==> config.mk <==
export PLATFORM = sky130hd
export DESIGN_NAME = pli_table
export DESIGN_NICKNAME = d
export VERILOG_FILES = /design/src/pli_pkg.sv /design/src/pli_table.sv
export SDC_FILE = /design/constraint.sdc
export NUM_CORES = 2
export LEC_CHECK = 0
export ABC_AREA = 0
export BUFFER_PORTS_ARGS = -buffer_cell sky130_fd_sc_hd__buf_2
export CORE_ASPECT_RATIO = 1.2
export CORE_MARGIN = 2
export CORE_UTILIZATION = 30
export DETAILED_ROUTE_END_ITERATION = 8
export PLACE_DENSITY = 0.44
export SLEW_MARGIN = 10
export SYNTH_ARGS = -nofsm -noshare
export SYNTH_HDL_FRONTEND = slang
export SYNTH_SLANG_ARGS = --single-unit
==> constraint.sdc <==
create_clock -name clk -period 6.5 [get_ports clk]
set_input_delay 1.3 -clock clk [delete_from_list [all_inputs] [get_ports clk]]
set_output_delay 1.3 -clock clk [all_outputs]
set_load 0.01 [all_outputs]
==> src/pli_pkg.sv <==
// Shared types, codes and helpers for the piecewise linear interpolator.
// No dependencies; every other file in src imports this package.
package pli_pkg;

  // Default table depth; the top level hands its own value down.
  localparam int unsigned MAX_POINTS_DEF = 64;

  // Operation codes carried in item_t.op; the fourth code is ignored.
  localparam logic [1:0] OP_INSERT = 2'd0;
  localparam logic [1:0] OP_QUERY  = 2'd1;
  localparam logic [1:0] OP_CLEAR  = 2'd2;

  // Status codes carried in result_t.status
  localparam logic [1:0] ST_OK    = 2'd0;
  localparam logic [1:0] ST_FULL  = 2'd1;
  localparam logic [1:0] ST_EMPTY = 2'd2;

  // One breakpoint, both coordinates signed Q16.16
  typedef struct packed {
    logic signed [31:0] x;
    logic signed [31:0] y;
  } point_t;

  // Input item
  typedef struct packed {
    logic        [1:0]  op;
    logic signed [31:0] x_in;
    logic signed [31:0] y_in;
  } item_t;

  // Result item
  typedef struct packed {
    logic signed [31:0] y_out;
    logic        [1:0]  status;
  } result_t;

  // Sequencer states
  typedef enum logic [2:0] {
    S_IDLE,
    S_INS_CMP,
    S_INS_PUT,
    S_Q_FIRST,
    S_Q_WALK,
    S_Q_DIFF,
    S_Q_DIV,
    S_RESULT
  } state_t;

  // True when point (ax, ay) orders strictly after (bx, by): by x, then y.
  function automatic logic sorts_after(logic signed [31:0] ax, logic signed [31:0] ay,
                                       logic signed [31:0] bx, logic signed [31:0] by);
    logic res;
    if (ax != bx) begin
      res = (ax > bx);
    end else begin
      res = (ay > by);
    end
    return res;
  endfunction

endpackage

==> src/pli_table.sv <==
// Breakpoint memory: one write port, one read port, registered read data.
// Depends on pli_pkg for point_t. Contents are undefined until written.
module pli_table #(
  parameter int unsigned DEPTH  = pli_pkg::MAX_POINTS_DEF,
  parameter int unsigned ADDR_W = $clog2(DEPTH)
) (
  input  logic                clk,
  input  logic                wr_en,
  input  logic [ADDR_W-1:0]   wr_addr,
  input  pli_pkg::point_t     wr_data,
  input  logic                rd_en,
  input  logic [ADDR_W-1:0]   rd_addr,
  output pli_pkg::point_t     rd_data
);
  import pli_pkg::*;

  point_t mem [DEPTH];

  // Write port
  always_ff @(posedge clk) begin
    if (wr_en) begin
      mem[wr_addr] <= wr_data;
    end
  end

  // Read port, registered
  always_ff @(posedge clk) begin
    if (rd_en) begin
      rd_data <= mem[rd_addr];
    end
  end

endmodule

== After elaboration in Yosys (flattened, before gate mapping) ==
Memories as Yosys holds them, arrays and structs flattened. A register that Yosys moved wholly into a read port is not among the register bits.
Cells that the tools add are included.
Operators by class
  muxes and demuxes: 2
Operators by type and width (count)
  2-to-1 mux 1 bit: 2
Storage, ports and cells
  memories kept: 1
  register bits: 0
  input port bits: 79
  bits in writable memories: 4096
Memories
  mem: words 64, width 64, rd ports 1, clocked after Yosys merged registers in 1, write ports 1, line pli_table.sv:17  | point_t mem [DEPTH];

== Depth between registers and ports, before layout ==
  word-level depth: 2
  gate-level depth with buffers: 9

== Worst setup path after synthesis ==
OpenSTA, ideal clock, no wires.
  kind: input -> register
  start: in wr_addr[3]
  end: mem mem[48][0] (netlist name) (enable)
  arrival time: 6.172 ns
  setup slack: -0.236 ns
  cell stages on the path: 4
  setup time: 0.564 ns
  cell sequence: clkbuf_1 > nor2b_1 > nand4b_1 > nor3_1
RTL lines
  start, declared: line pli_table.sv:9  | input logic [ADDR_W-1:0] wr_addr,
  end, declared: line pli_table.sv:17
Straight into the memory's write port.

==> summary.txt <==
Global routing
  – Largest net degree at the start of global routing: 80
  – Initial antenna violation count: 61
  – Total Routing Usage GR: 18.7%
  – First-pass GRT wire length: 682000 µm
  – Vias in the first global route: 77921
  – Congestion Overflow GR: 0

Critical path
  – Crit. End Element: flop
  – CP endpoint: rd_data[15]
  – Worst R2R Start: mem[46][31]
  – Worst r2r dst: rd_data[31]
  – Crit. Startpoint: rd_addr[2]
  – Worst setup path class: primary input to flop
  – Worst-path maximum fanout: 72
  – Critical Path RT: 7130 ps
  – Reg2Reg Depth: 5
  – CP Data Arrival Time: 4440 ps
  – CP Launch Type: primary input
  – Reg2Reg Setup Slack: 4200 ps

Layout
  – Commonest cells after routing, fill and taps aside: edfxtp_1 (4160), mux4_2 (1024), clkbuf_16 (413), a22oi_1 (168), buf_4 (151)
  – Design Area, Final: 181000 µm²
  – Fraction of layout cells with a size suffix above 1: 28.4%
  – Area growth from synthesis to layout: 15.5%
  – Fillers: 48361
  – Commonest non-fill, non-tap cell in the layout: edfxtp_1
  – Nets: 7107

Pwr
  – P per Cell Area: 309 nW/µm²
  – Seq pwr share: 53.3%
  – VDD IR-drop max: 228 µV
  – Sw Share: 21.7%
  – Tot Pwr: 56100 µW
  – Leak Pwr: 0.0553 µW
  – Psw: 12200 µW
  – Internal power: 43900 µW
  – Comb pwr share: 4.6%
  – Clock power share: 42.1%

Floorplanning
  – Die span in y: 796 µm
  – Placeable Area: 522000 µm²
  – Initial Util: 30.1%
  – I/O pin count: 143
  – Total die area: 529000 µm²
  – Row count: 291
  – Die X: 664 µm

Timing
  – Tmin final: 3810 ps
  – Worst-Margin Slew: 1240 ps
  – Final hold violation count: 0
  – Max Clk Rate: 263 MHz
  – Final Max Slew Viols: 0
  – Relative slew slack: 17.5%
  – Final setup vio count: 0
  – Hold WS: 870 ps
  – Clock skew: 54.5 ps
  – Final TNS setup: 0 ps
  – Crit share post-route: 58.6%
  – RSZ-0062 raised after global routing: false

Placement
  – Gp weighted congestion: 0.743
  – Hpwl dp: 268000 µm
  – Dpl cell area: 168000 µm²
  – IO Port Bufs: 142

Logic synthesis
  – Synth Area per Inst: 23.8 µm²
  – Cell variety after synth: 32
  – Sequential fraction of the synthesis area: 79.6%
  – Synthesized area: 157000 µm²
  – Mapped Cells: 6598
  – Synthesized flop and latch total: 4160
  – Syn. warnings: 0
  – Synthesized Nets: 6677

Clock tree
  – CTS tree: yes
  – Clock root cell: clkbuf_16
  – Clock Sinks: 4160
  – Clock Latency Late Sink: 1010 ps
  – Worst-path clk slew: 60 ps
  – CTS buffer count: 408
  – CTS H-tree depth: 5
  – CTS Buffer Depth: 4
  – Setup bufs post-CTS: 0
  – Hold Buf Count CTS: 0
  – # resized after CTS: 0

Hold path
  – Hold_sp: wr_data[42]
  – Hold/Removal Path Class: primary input to flop

Outcome
  – Status: finished, final reports clean

Route
  – Wire per inst: 35.2 µm
  – DRC: 0
  – Routed Antenna Nets: 0
  – DR vias: 74781
  – Final wirelength: 502000 µm
  – 1st-pass router iterations: 7
  – DR iter-0 viols: 7448
  – Drt via density: 5.24

Flow run
  – Max-cap violations: 0
[through the flow]
step                worst slack, ps  instances  utilization [%]
global route                   2640      14255             34.7
global placement               1630      13503             32.2
detailed placement             1640      13503             32.2
floorplan                      1170       6598                -
CTS                            2680      14250             34.7
finish                         2690      14280             34.7
[power groups by stage]
stage	logic (µW)	clock network (µW)	registers, µW
6_report	2600	23600	29900
4_1_cts	2680	24200	29900
5_1_grt	2780	25100	29900
3_3_place_gp	2630	0	30500
3_5_place_dp	2670	0	30500
2_1_floorplan	1380	0	30400
[synthesized netlist by cell type]
master,n,area [µm²]
edfxtp_1,4160,125000
mux4_2,1024,23100
buf_2,170,851
a22oi_1,168,1260
clkbuf_1,140,526
mux2i_1,135,1350
nor2_1,112,420
a22o_1,88,771
o22ai_1,83,519
and3_1,64,400
a211oi_1,63,473
nand2_1,58,218
nand3_1,45,225
o221ai_1,38,333
buf_4,34,255
or3_1,29,181
nor2b_1,28,175
or2_2,28,175
a41oi_1,26,228
buf_1,20,75.1
a2bb2oi_1,19,166
inv_1,19,71.3
a31oi_1,18,113
nand2b_1,11,68.8
buf_6,6,67.6
and2_1,3,18.8
nand3b_1,2,15.0
nand4_1,2,12.5
nor3_1,2,10.0
a31o_1,1,8.76
nand4b_1,1,8.76
or3b_2,1,8.76
[worst max-delay path, cell delays in order]
cell and delay, ps:
buf_8 290, buf_12 320, nor2_4 610, buf_12 470, a22oi_1 210, and3_1 220
a211oi_1 820
[layer usage]
layer	global-route usage, %	vias to the layer above	part of all wire [%]
met5	0	-	0.018
met2	33.4	2222	52
li1	-	29467	-
met4	4.52	14	2.5
met1	24.1	42478	40
met3	2.31	600	4.9
[cell type report]
| cell class | instances | area (µm²) | area share, % |
|---|---|---|---|
| antenna | 30 | 75.1 | 0.0414 |
| clock buffer | 486 | 10600 | 5.85 |
| clock inverter | 261 | 2420 | 1.34 |
| inverter | 19 | 71.3 | 0.0393 |
| multi-input combinational | 2049 | 30800 | 17.0 |
| sequential | 4160 | 125000 | 68.9 |
| tap | 6885 | 8610 | 4.75 |
| timing repair buffer | 390 | 3860 | 2.13 |
[sequential cells by signal, summed over array words and instances, names as in the netlist]
register and count:
rd_data 64, mem 4096
[how the worst min path moves through the flow]
stage	endpoint	slack, ps	depth (start not counted)
final	mem[63][42]	870	1
after global routing	rd_data[11]	870	1
after CTS	rd_data[11]	860	1
after detailed placement	rd_data[2]	900	4
after global placement	rd_data[2]	900	4
after floorplan	rd_data[61]	860	4
[kinds of logic (layout without fill, tap and decap cells)]
logic type,after synthesis,count (layout),synth area share (%)
AOI/OAI and AO/OA,504,504,2.47
buffers and inverters,389,1156,1.18
DFF,4160,4160,79.6
muxes,1159,1159,15.6
other,0,30,0
and+or+nand+nor,386,386,1.23
Note: power is estimated with default switching activity, not from simulation.
