--- config.mk ---
export PLATFORM = sky130hd
export DESIGN_NAME = pli_muldiv
export DESIGN_NICKNAME = d
export VERILOG_FILES = /design/src/pli_pkg.sv /design/src/pli_muldiv.sv
export SDC_FILE = /design/constraint.sdc
export NUM_CORES = 2
export LEC_CHECK = 0
export BUFFER_PORTS_ARGS = -buffer_cell sky130_fd_sc_hd__buf_2
export CORE_MARGIN = 2
export CORE_UTILIZATION = 39
export DETAILED_ROUTE_END_ITERATION = 10
export GPL_TIMING_DRIVEN = 0
export SYNTH_ARGS = -nofsm -noshare
export SYNTH_HDL_FRONTEND = slang
export SYNTH_SLANG_ARGS = --single-unit
export TNS_END_PERCENT = 30
--- constraint.sdc ---
create_clock -name clk -period 13.35 [get_ports clk]
set_input_delay 2.67 -clock clk [delete_from_list [all_inputs] [get_ports clk]]
set_output_delay 2.67 -clock clk [all_outputs]
set_load 0.05 [all_outputs]
--- src/pli_pkg.sv ---
// Shared types, codes and helpers for the piecewise linear interpolator.
// No dependencies; every other file in src imports this package.
package pli_pkg;

  // Default table depth; the top level hands its own value down.
  localparam int unsigned MAX_POINTS_DEF = 64;

  // Operation codes carried in item_t.op; the fourth code is ignored.
  localparam logic [1:0] OP_INSERT = 2'd0;
  localparam logic [1:0] OP_QUERY  = 2'd1;
  localparam logic [1:0] OP_CLEAR  = 2'd2;

  // Status codes carried in result_t.status
  localparam logic [1:0] ST_OK    = 2'd0;
  localparam logic [1:0] ST_FULL  = 2'd1;
  localparam logic [1:0] ST_EMPTY = 2'd2;

  // One breakpoint, both coordinates signed Q16.16
  typedef struct packed {
    logic signed [31:0] x;
    logic signed [31:0] y;
  } point_t;

  // Input item
  typedef struct packed {
    logic        [1:0]  op;
    logic signed [31:0] x_in;
    logic signed [31:0] y_in;
  } item_t;

  // Result item
  typedef struct packed {
    logic signed [31:0] y_out;
    logic        [1:0]  status;
  } result_t;

  // Sequencer states
  typedef enum logic [2:0] {
    S_IDLE,
    S_INS_CMP,
    S_INS_PUT,
    S_Q_FIRST,
    S_Q_WALK,
    S_Q_DIFF,
    S_Q_DIV,
    S_RESULT
  } state_t;

  // True when point (ax, ay) orders strictly after (bx, by): by x, then y.
  function automatic logic sorts_after(logic signed [31:0] ax, logic signed [31:0] ay,
                                       logic signed [31:0] bx, logic signed [31:0] by);
    logic res;
    if (ax != bx) begin
      res = (ax > bx);
    end else begin
      res = (ay > by);
    end
    return res;
  endfunction

endpackage

--- src/pli_muldiv.sv ---
// Computes floor(dx * mag / span) for one segment: a registered 32x32
// multiply, then a restoring divide that retires one quotient bit a cycle.
// Depends on pli_pkg. The caller guarantees dx < span, so the quotient fits.
module pli_muldiv (
  input  logic        clk,
  input  logic        rst,
  input  logic        start,
  input  logic [31:0] dx,
  input  logic [31:0] mag,
  input  logic [31:0] span,
  output logic        done,
  output logic [31:0] quotient
);
  import pli_pkg::*;

  logic        busy;
  logic        mul_phase;
  logic [4:0]  step;
  logic [31:0] op_a;
  logic [31:0] op_b;
  logic [31:0] divisor;
  logic [31:0] rem;
  logic [31:0] quo;
  logic [63:0] product;
  logic [32:0] trial;
  logic [32:0] trial_sub;
  logic        take;

  // One restoring step: shift in the next dividend bit, subtract if it fits
  assign product   = 64'(op_a) * 64'(op_b);
  assign trial     = {rem, quo[31]};
  assign trial_sub = trial - {1'b0, divisor};
  assign take      = (trial >= {1'b0, divisor});
  assign quotient  = quo;

  // Control
  always_ff @(posedge clk) begin
    if (rst) begin
      busy      <= 1'b0;
      mul_phase <= 1'b0;
      step      <= '0;
      done      <= 1'b0;
    end else begin
      done <= 1'b0;
      if (start) begin
        busy      <= 1'b1;
        mul_phase <= 1'b1;
      end else if (busy && mul_phase) begin
        mul_phase <= 1'b0;
        step      <= '0;
      end else if (busy) begin
        step <= step + 5'd1;
        if (step == 5'd31) begin
          busy <= 1'b0;
          done <= 1'b1;
        end
      end
    end
  end

  // Datapath
  always_ff @(posedge clk) begin
    if (start) begin
      op_a    <= dx;
      op_b    <= mag;
      divisor <= span;
    end else if (busy && mul_phase) begin
      // high half is below the divisor, so it seeds the remainder
      rem <= product[63:32];
      quo <= product[31:0];
    end else if (busy) begin
      rem <= take ? trial_sub[31:0] : trial[31:0];
      quo <= {quo[30:0], take};
    end
  end

endmodule

; ---- Word level (Yosys, flattened, before mapping)
; Index checks and enable logic that the tools add are counted.
[word_totals]
register_bits = 168
latchBits = 0
ram_bits = 0
rom_bits = 0
output_inout_bits = 33
mem_count = 0
[op_classes]
addsub = 2
multipliers = 1
n_div = 0
n_lt_le_gt_ge = 1
eq_ne = 2
shift = 0
mux = 14
bitwise = 2
n_reduce_logical = 5
[op_table]
columns = operator, n
row1 = 2-to-1 mux 32 bit, 5
row2 = multiplier 32 x 32 -> 64 bit, 1
row3 = greater-or-equal comparator 33 x 32 -> 1 bit, 1
row4 = subtractor 32 bit, 1
row5 = 2-to-1 mux 5 bit, 2
row6 = 2-to-1 mux 1 bit, 7
row7 = adder 5 x 1 -> 5 bit (second input constant), 1
row8 = equality test 5 bit (second input constant), 1
row9 = nonzero test 2 bit, 2
row10 = OR reduction 4 bit, 1
row11 = != test 2 bit (second input constant), 1
row12 = NOT 1 bit, 2
row13 = AND reduction 2 bit, 1
row14 = logical AND 1 bit, 1

; ---- Logic depth before layout (Yosys ltp)
[logic_depth]
depth_word = 5
depth_mapped = 28

; ---- Worst setup path after synthesis
; Ideal clock, no wire load.
[synth_timing]
path_kind = register -> register
start = reg op_b[17]
end = reg rem[30], data pin
t_arrival_ns = 7.037
required_ns = 13.077
path_slack_ns = 6.040
stages_incl_launch_ff = 26
path_buffers = 1
cell_sequence = edfxtp_1 > clkbuf_1 > and2_1 > fa_1 > inv_1 > fa_1 > inv_1 > fa_1 > inv_1 > fa_1 > inv_1 > fa_1 > fa_1 > fa_1 > fa_1 > ha_1 > and3_1 > nand4_1 > or4_1 > o32ai_1 > a21oi_1 > o211ai_1 > o211a_1 > a41oi_1 > xor2_1 > a22oi_1
[synth_between]
elab_chain_len = 2
[synth_lines]
columns = element, line_no
row1 = "start, declared", pli_muldiv.sv:20  ; logic [31:0] op_b;
row2 = "start signal, assigned", pli_muldiv.sv:65  ; op_b <= mag;
row3 = multiplier 32 x 32 -> 64 bit, pli_muldiv.sv:30  ; assign product = 64'(op_a) * 64'(op_b);
row4 = 2-to-1 mux 32 bit, pli_muldiv.sv:67  ; end else if (busy && mul_phase) begin
row5 = "end signal, assigned", pli_muldiv.sv:69  ; rem <= product[63:32];
row6 = "end signal, assigned", pli_muldiv.sv:72  ; rem <= take ? trial_sub[31:0] : trial[31:0];
row7 = "end, declared", pli_muldiv.sv:22  ; logic [31:0] rem;
; No other way between the ends.
; A chain may end at the register's enable or synchronous reset.

; ---- Worst setup path after layout
[layout_timing]
start = reg op_b[7]
end = reg rem[29], data pin
; Same word-level chain as after synthesis.

==> impl_metrics.py <==
metrics = {
    "min_path": {
        "hold_depth": 2,
        "hold_path_class": "reg -> reg",
    },
    "synth": {
        "synth-seq-cells": 168,
        "syn-num-nets": 5636,
        "yosysMostFrequentCell": "fa_1",
        "yosys_most_used_dff": "edfxtp_1",
        "yosysWarnings": 0,
        "synthTopCellsByCount": "897 x fa_1, 894 x inv_1, 594 x and2_1",
        "syn_area_mm2": 0.0411,
        "synth_top_area_share_pct": 43.7,
        "synth_cell_types": 71,
        "syn_avg_cell_area_um2": 9.47,
        "synth_edf_count": 160,
        "netlist_instances": 4343,
        "yosysTopAreaCell": "fa_1",
        "synthArstFlopShare_pct": 0,
        "seq_area_frac_synth_pct": 12.1,
        "yosys-top-cells-area": "fa_1 44%, edfxtp_1 12%, and2_1 9.0%",
    },
    "floorplan": {
        "fp.dieW_um": 329,
        "die_h_um": 329,
        "dieArea_mm2": 0.108,
        "row_count": 119,
        "start_util_pct": 39.2,
        "coreArea_mm2": 0.105,
        "io_pins": 132,
    },
    "clocking": {
        "tritoncts": "built",
        "clk_pin_slew_worst_paths_ps": 90,
        "cts_setup_buffers": 0,
        "cts-resized-gates": 0,
        "cts_buffers": 17,
        "ctsHoldBuffers": 0,
        "cts_root_buffer": "clkbuf_16",
        "clockBufferDepth": 2,
        "cts.sinks": 168,
        "clock_latency_ps": 560,
        "htree_levels": 4,
    },
    "critical_path": {
        "worstPathArrival_ps": 9950,
        "ff2ff_path_depth": 24,
        "critPathKind": "reg -> reg",
        "cp-end-kind": "flip-flop",
        "crit_required_ps": 13620,
        "start_kind": "flip-flop",
        "crit_path_max_fanout": 10,
    },
    "layout": {
        "instances_no_fill": 5907,
        "fin_nets": 5787,
        "area_growth_pct": 7.41,
        "drive_above_1_share_pct": 4.33,
    },
    "timing": {
        "relSlewSlack_pct": 15.4,
        "fin_ws_ps": 3670,
        "rsz0062_at_grt": "no",
        "period_share_pct": 72.5,
        "fmax_ghz": 0.103,
        "setup_tns_ps": 0,
        "setup_viol": 0,
        "tightest_slew_ps": 1270,
        "slew_violations": 0,
        "min_period_ps": 9680,
        "hold_viol_final": 0,
        "finalClockSkew_ps": 34.0,
    },
    "drt": {
        "detail-route-antenna-nets": 0,
        "num_vias": 31688,
        "drc": 0,
        "routed_via_density": 5.36,
        "wl_per_cell_um": 24.7,
        "drtPass1Iterations": 5,
        "drt_iter0_drc": 3021,
        "wirelength_um": 146000,
    },
    "run": {
        "cap_violations": 0,
    },
    "global_routing": {
        "grt_start_max_net_pins": 56,
        "grt_overflow": 0,
        "antenna_found_initial": 15,
        "grt_pass1_wl_um": 214000,
        "grt_pass1_vias": 32966,
        "grt_util_all_layers_pct": 27.7,
    },
    "outcome": {
        "outcome": "finished, final reports clean",
    },
    "placed_design": {
        "post-place-ws_ps": 4050,
        "hpwlAfterDp_um": 121000,
        "dp.cells": 5866,
        "gp_congestion": 1.04,
        "port_buffers": 130,
    },
}
worst max-delay path, cell delays in order, from the launching register on:
cell,delay (ps)
edfxtp_1,800
clkbuf_1,760
and2_1,250
fa_1,450
fa_1,440
fa_1,590
inv_1,70
fa_1,480
inv_1,50
fa_1,480
fa_1,510
fa_1,550
fa_1,430
ha_1,280
buf_2,170
a21oi_1,220
o221ai_1,170
a31oi_1,330
o21ai_0,150
a31oi_1,770
o21ai_1,390
a21oi_1,430
o41ai_2,160
xnor2_1,340
a21oi_1,120
cell type report:
cell class	instances	area [µm²]
tap	1391	1740
inverter	894	3360
sequential	168	4960
multi-input combinational	3037	31800
antenna	9	22.5
clock buffer	19	454
buffer	244	951
clock inverter	13	126
fill	10549	60800
timing repair buffer	132	704
registers in the layout, indices dropped and copies added (netlist names):
register,count
busy,1
divisor,32
done,1
mul_phase,1
op_a,32
op_b,32
quotient,32
rem,32
step,5
per-stage QoR:
step	cell area (µm²)	util [%]	hold slack, ps
CTS	44100	42.0	517
floorplan	41100	-	464
global route	44100	42.0	560
global placement	43500	41.4	479
detailed placement	43600	41.5	497
finish	44200	42.1	514
worst paths after layout:
kind                            startpoint      end  slack, ps
worst max-delay path               op_b[7]  rem[29]       3670
worst min-delay path               step[4]  step[4]        510
worst max register to register     op_b[7]  rem[29]       3670
worst min register to register     step[4]  step[4]        510
layer usage:
layer	global-route usage, %	vias up	share of wire (%)
met3	6.19	377	9.4
met4	15.0	2	6.3
met2	43.1	1576	45
met1	36.1	16310	39
met5	0	-	0.0089
li1	-	13423	-
kinds of logic (layout without fill, tap and decap cells):
group | Yosys count | in the layout | synth area share (%)
simple gates | 1349 | 1349 | 16.6
fa+ha+maj | 1194 | 1194 | 52.7
buf+inv | 1138 | 1302 | 10.5
compound gates | 402 | 402 | 6.14
flops | 168 | 168 | 12.1
xor+xnor | 88 | 88 | 1.87
mux | 4 | 4 | 0.103
other cells | 0 | 9 | 0
layout by cell type, fill, tap and decap left out, drive strengths merged, types with 9 or more instances in the layout:
master and instances:
nand4 21, a31oi 20, diode 9, and2 595, and3 16, nand3 22, xor2 31, nor2 72
o211ai 12, fa 897, nand2 565, clkbuf 249, nor3 17, xnor2 57, a211oi 20, edfxtp 160
a21o 41, o21bai 25, a21oi 130, buf 146, ha 297, o21ai 102, inv 903
Power is not shown: default switching activity piles up to over one toggle a cycle in this logic, so the estimate is an artifact.
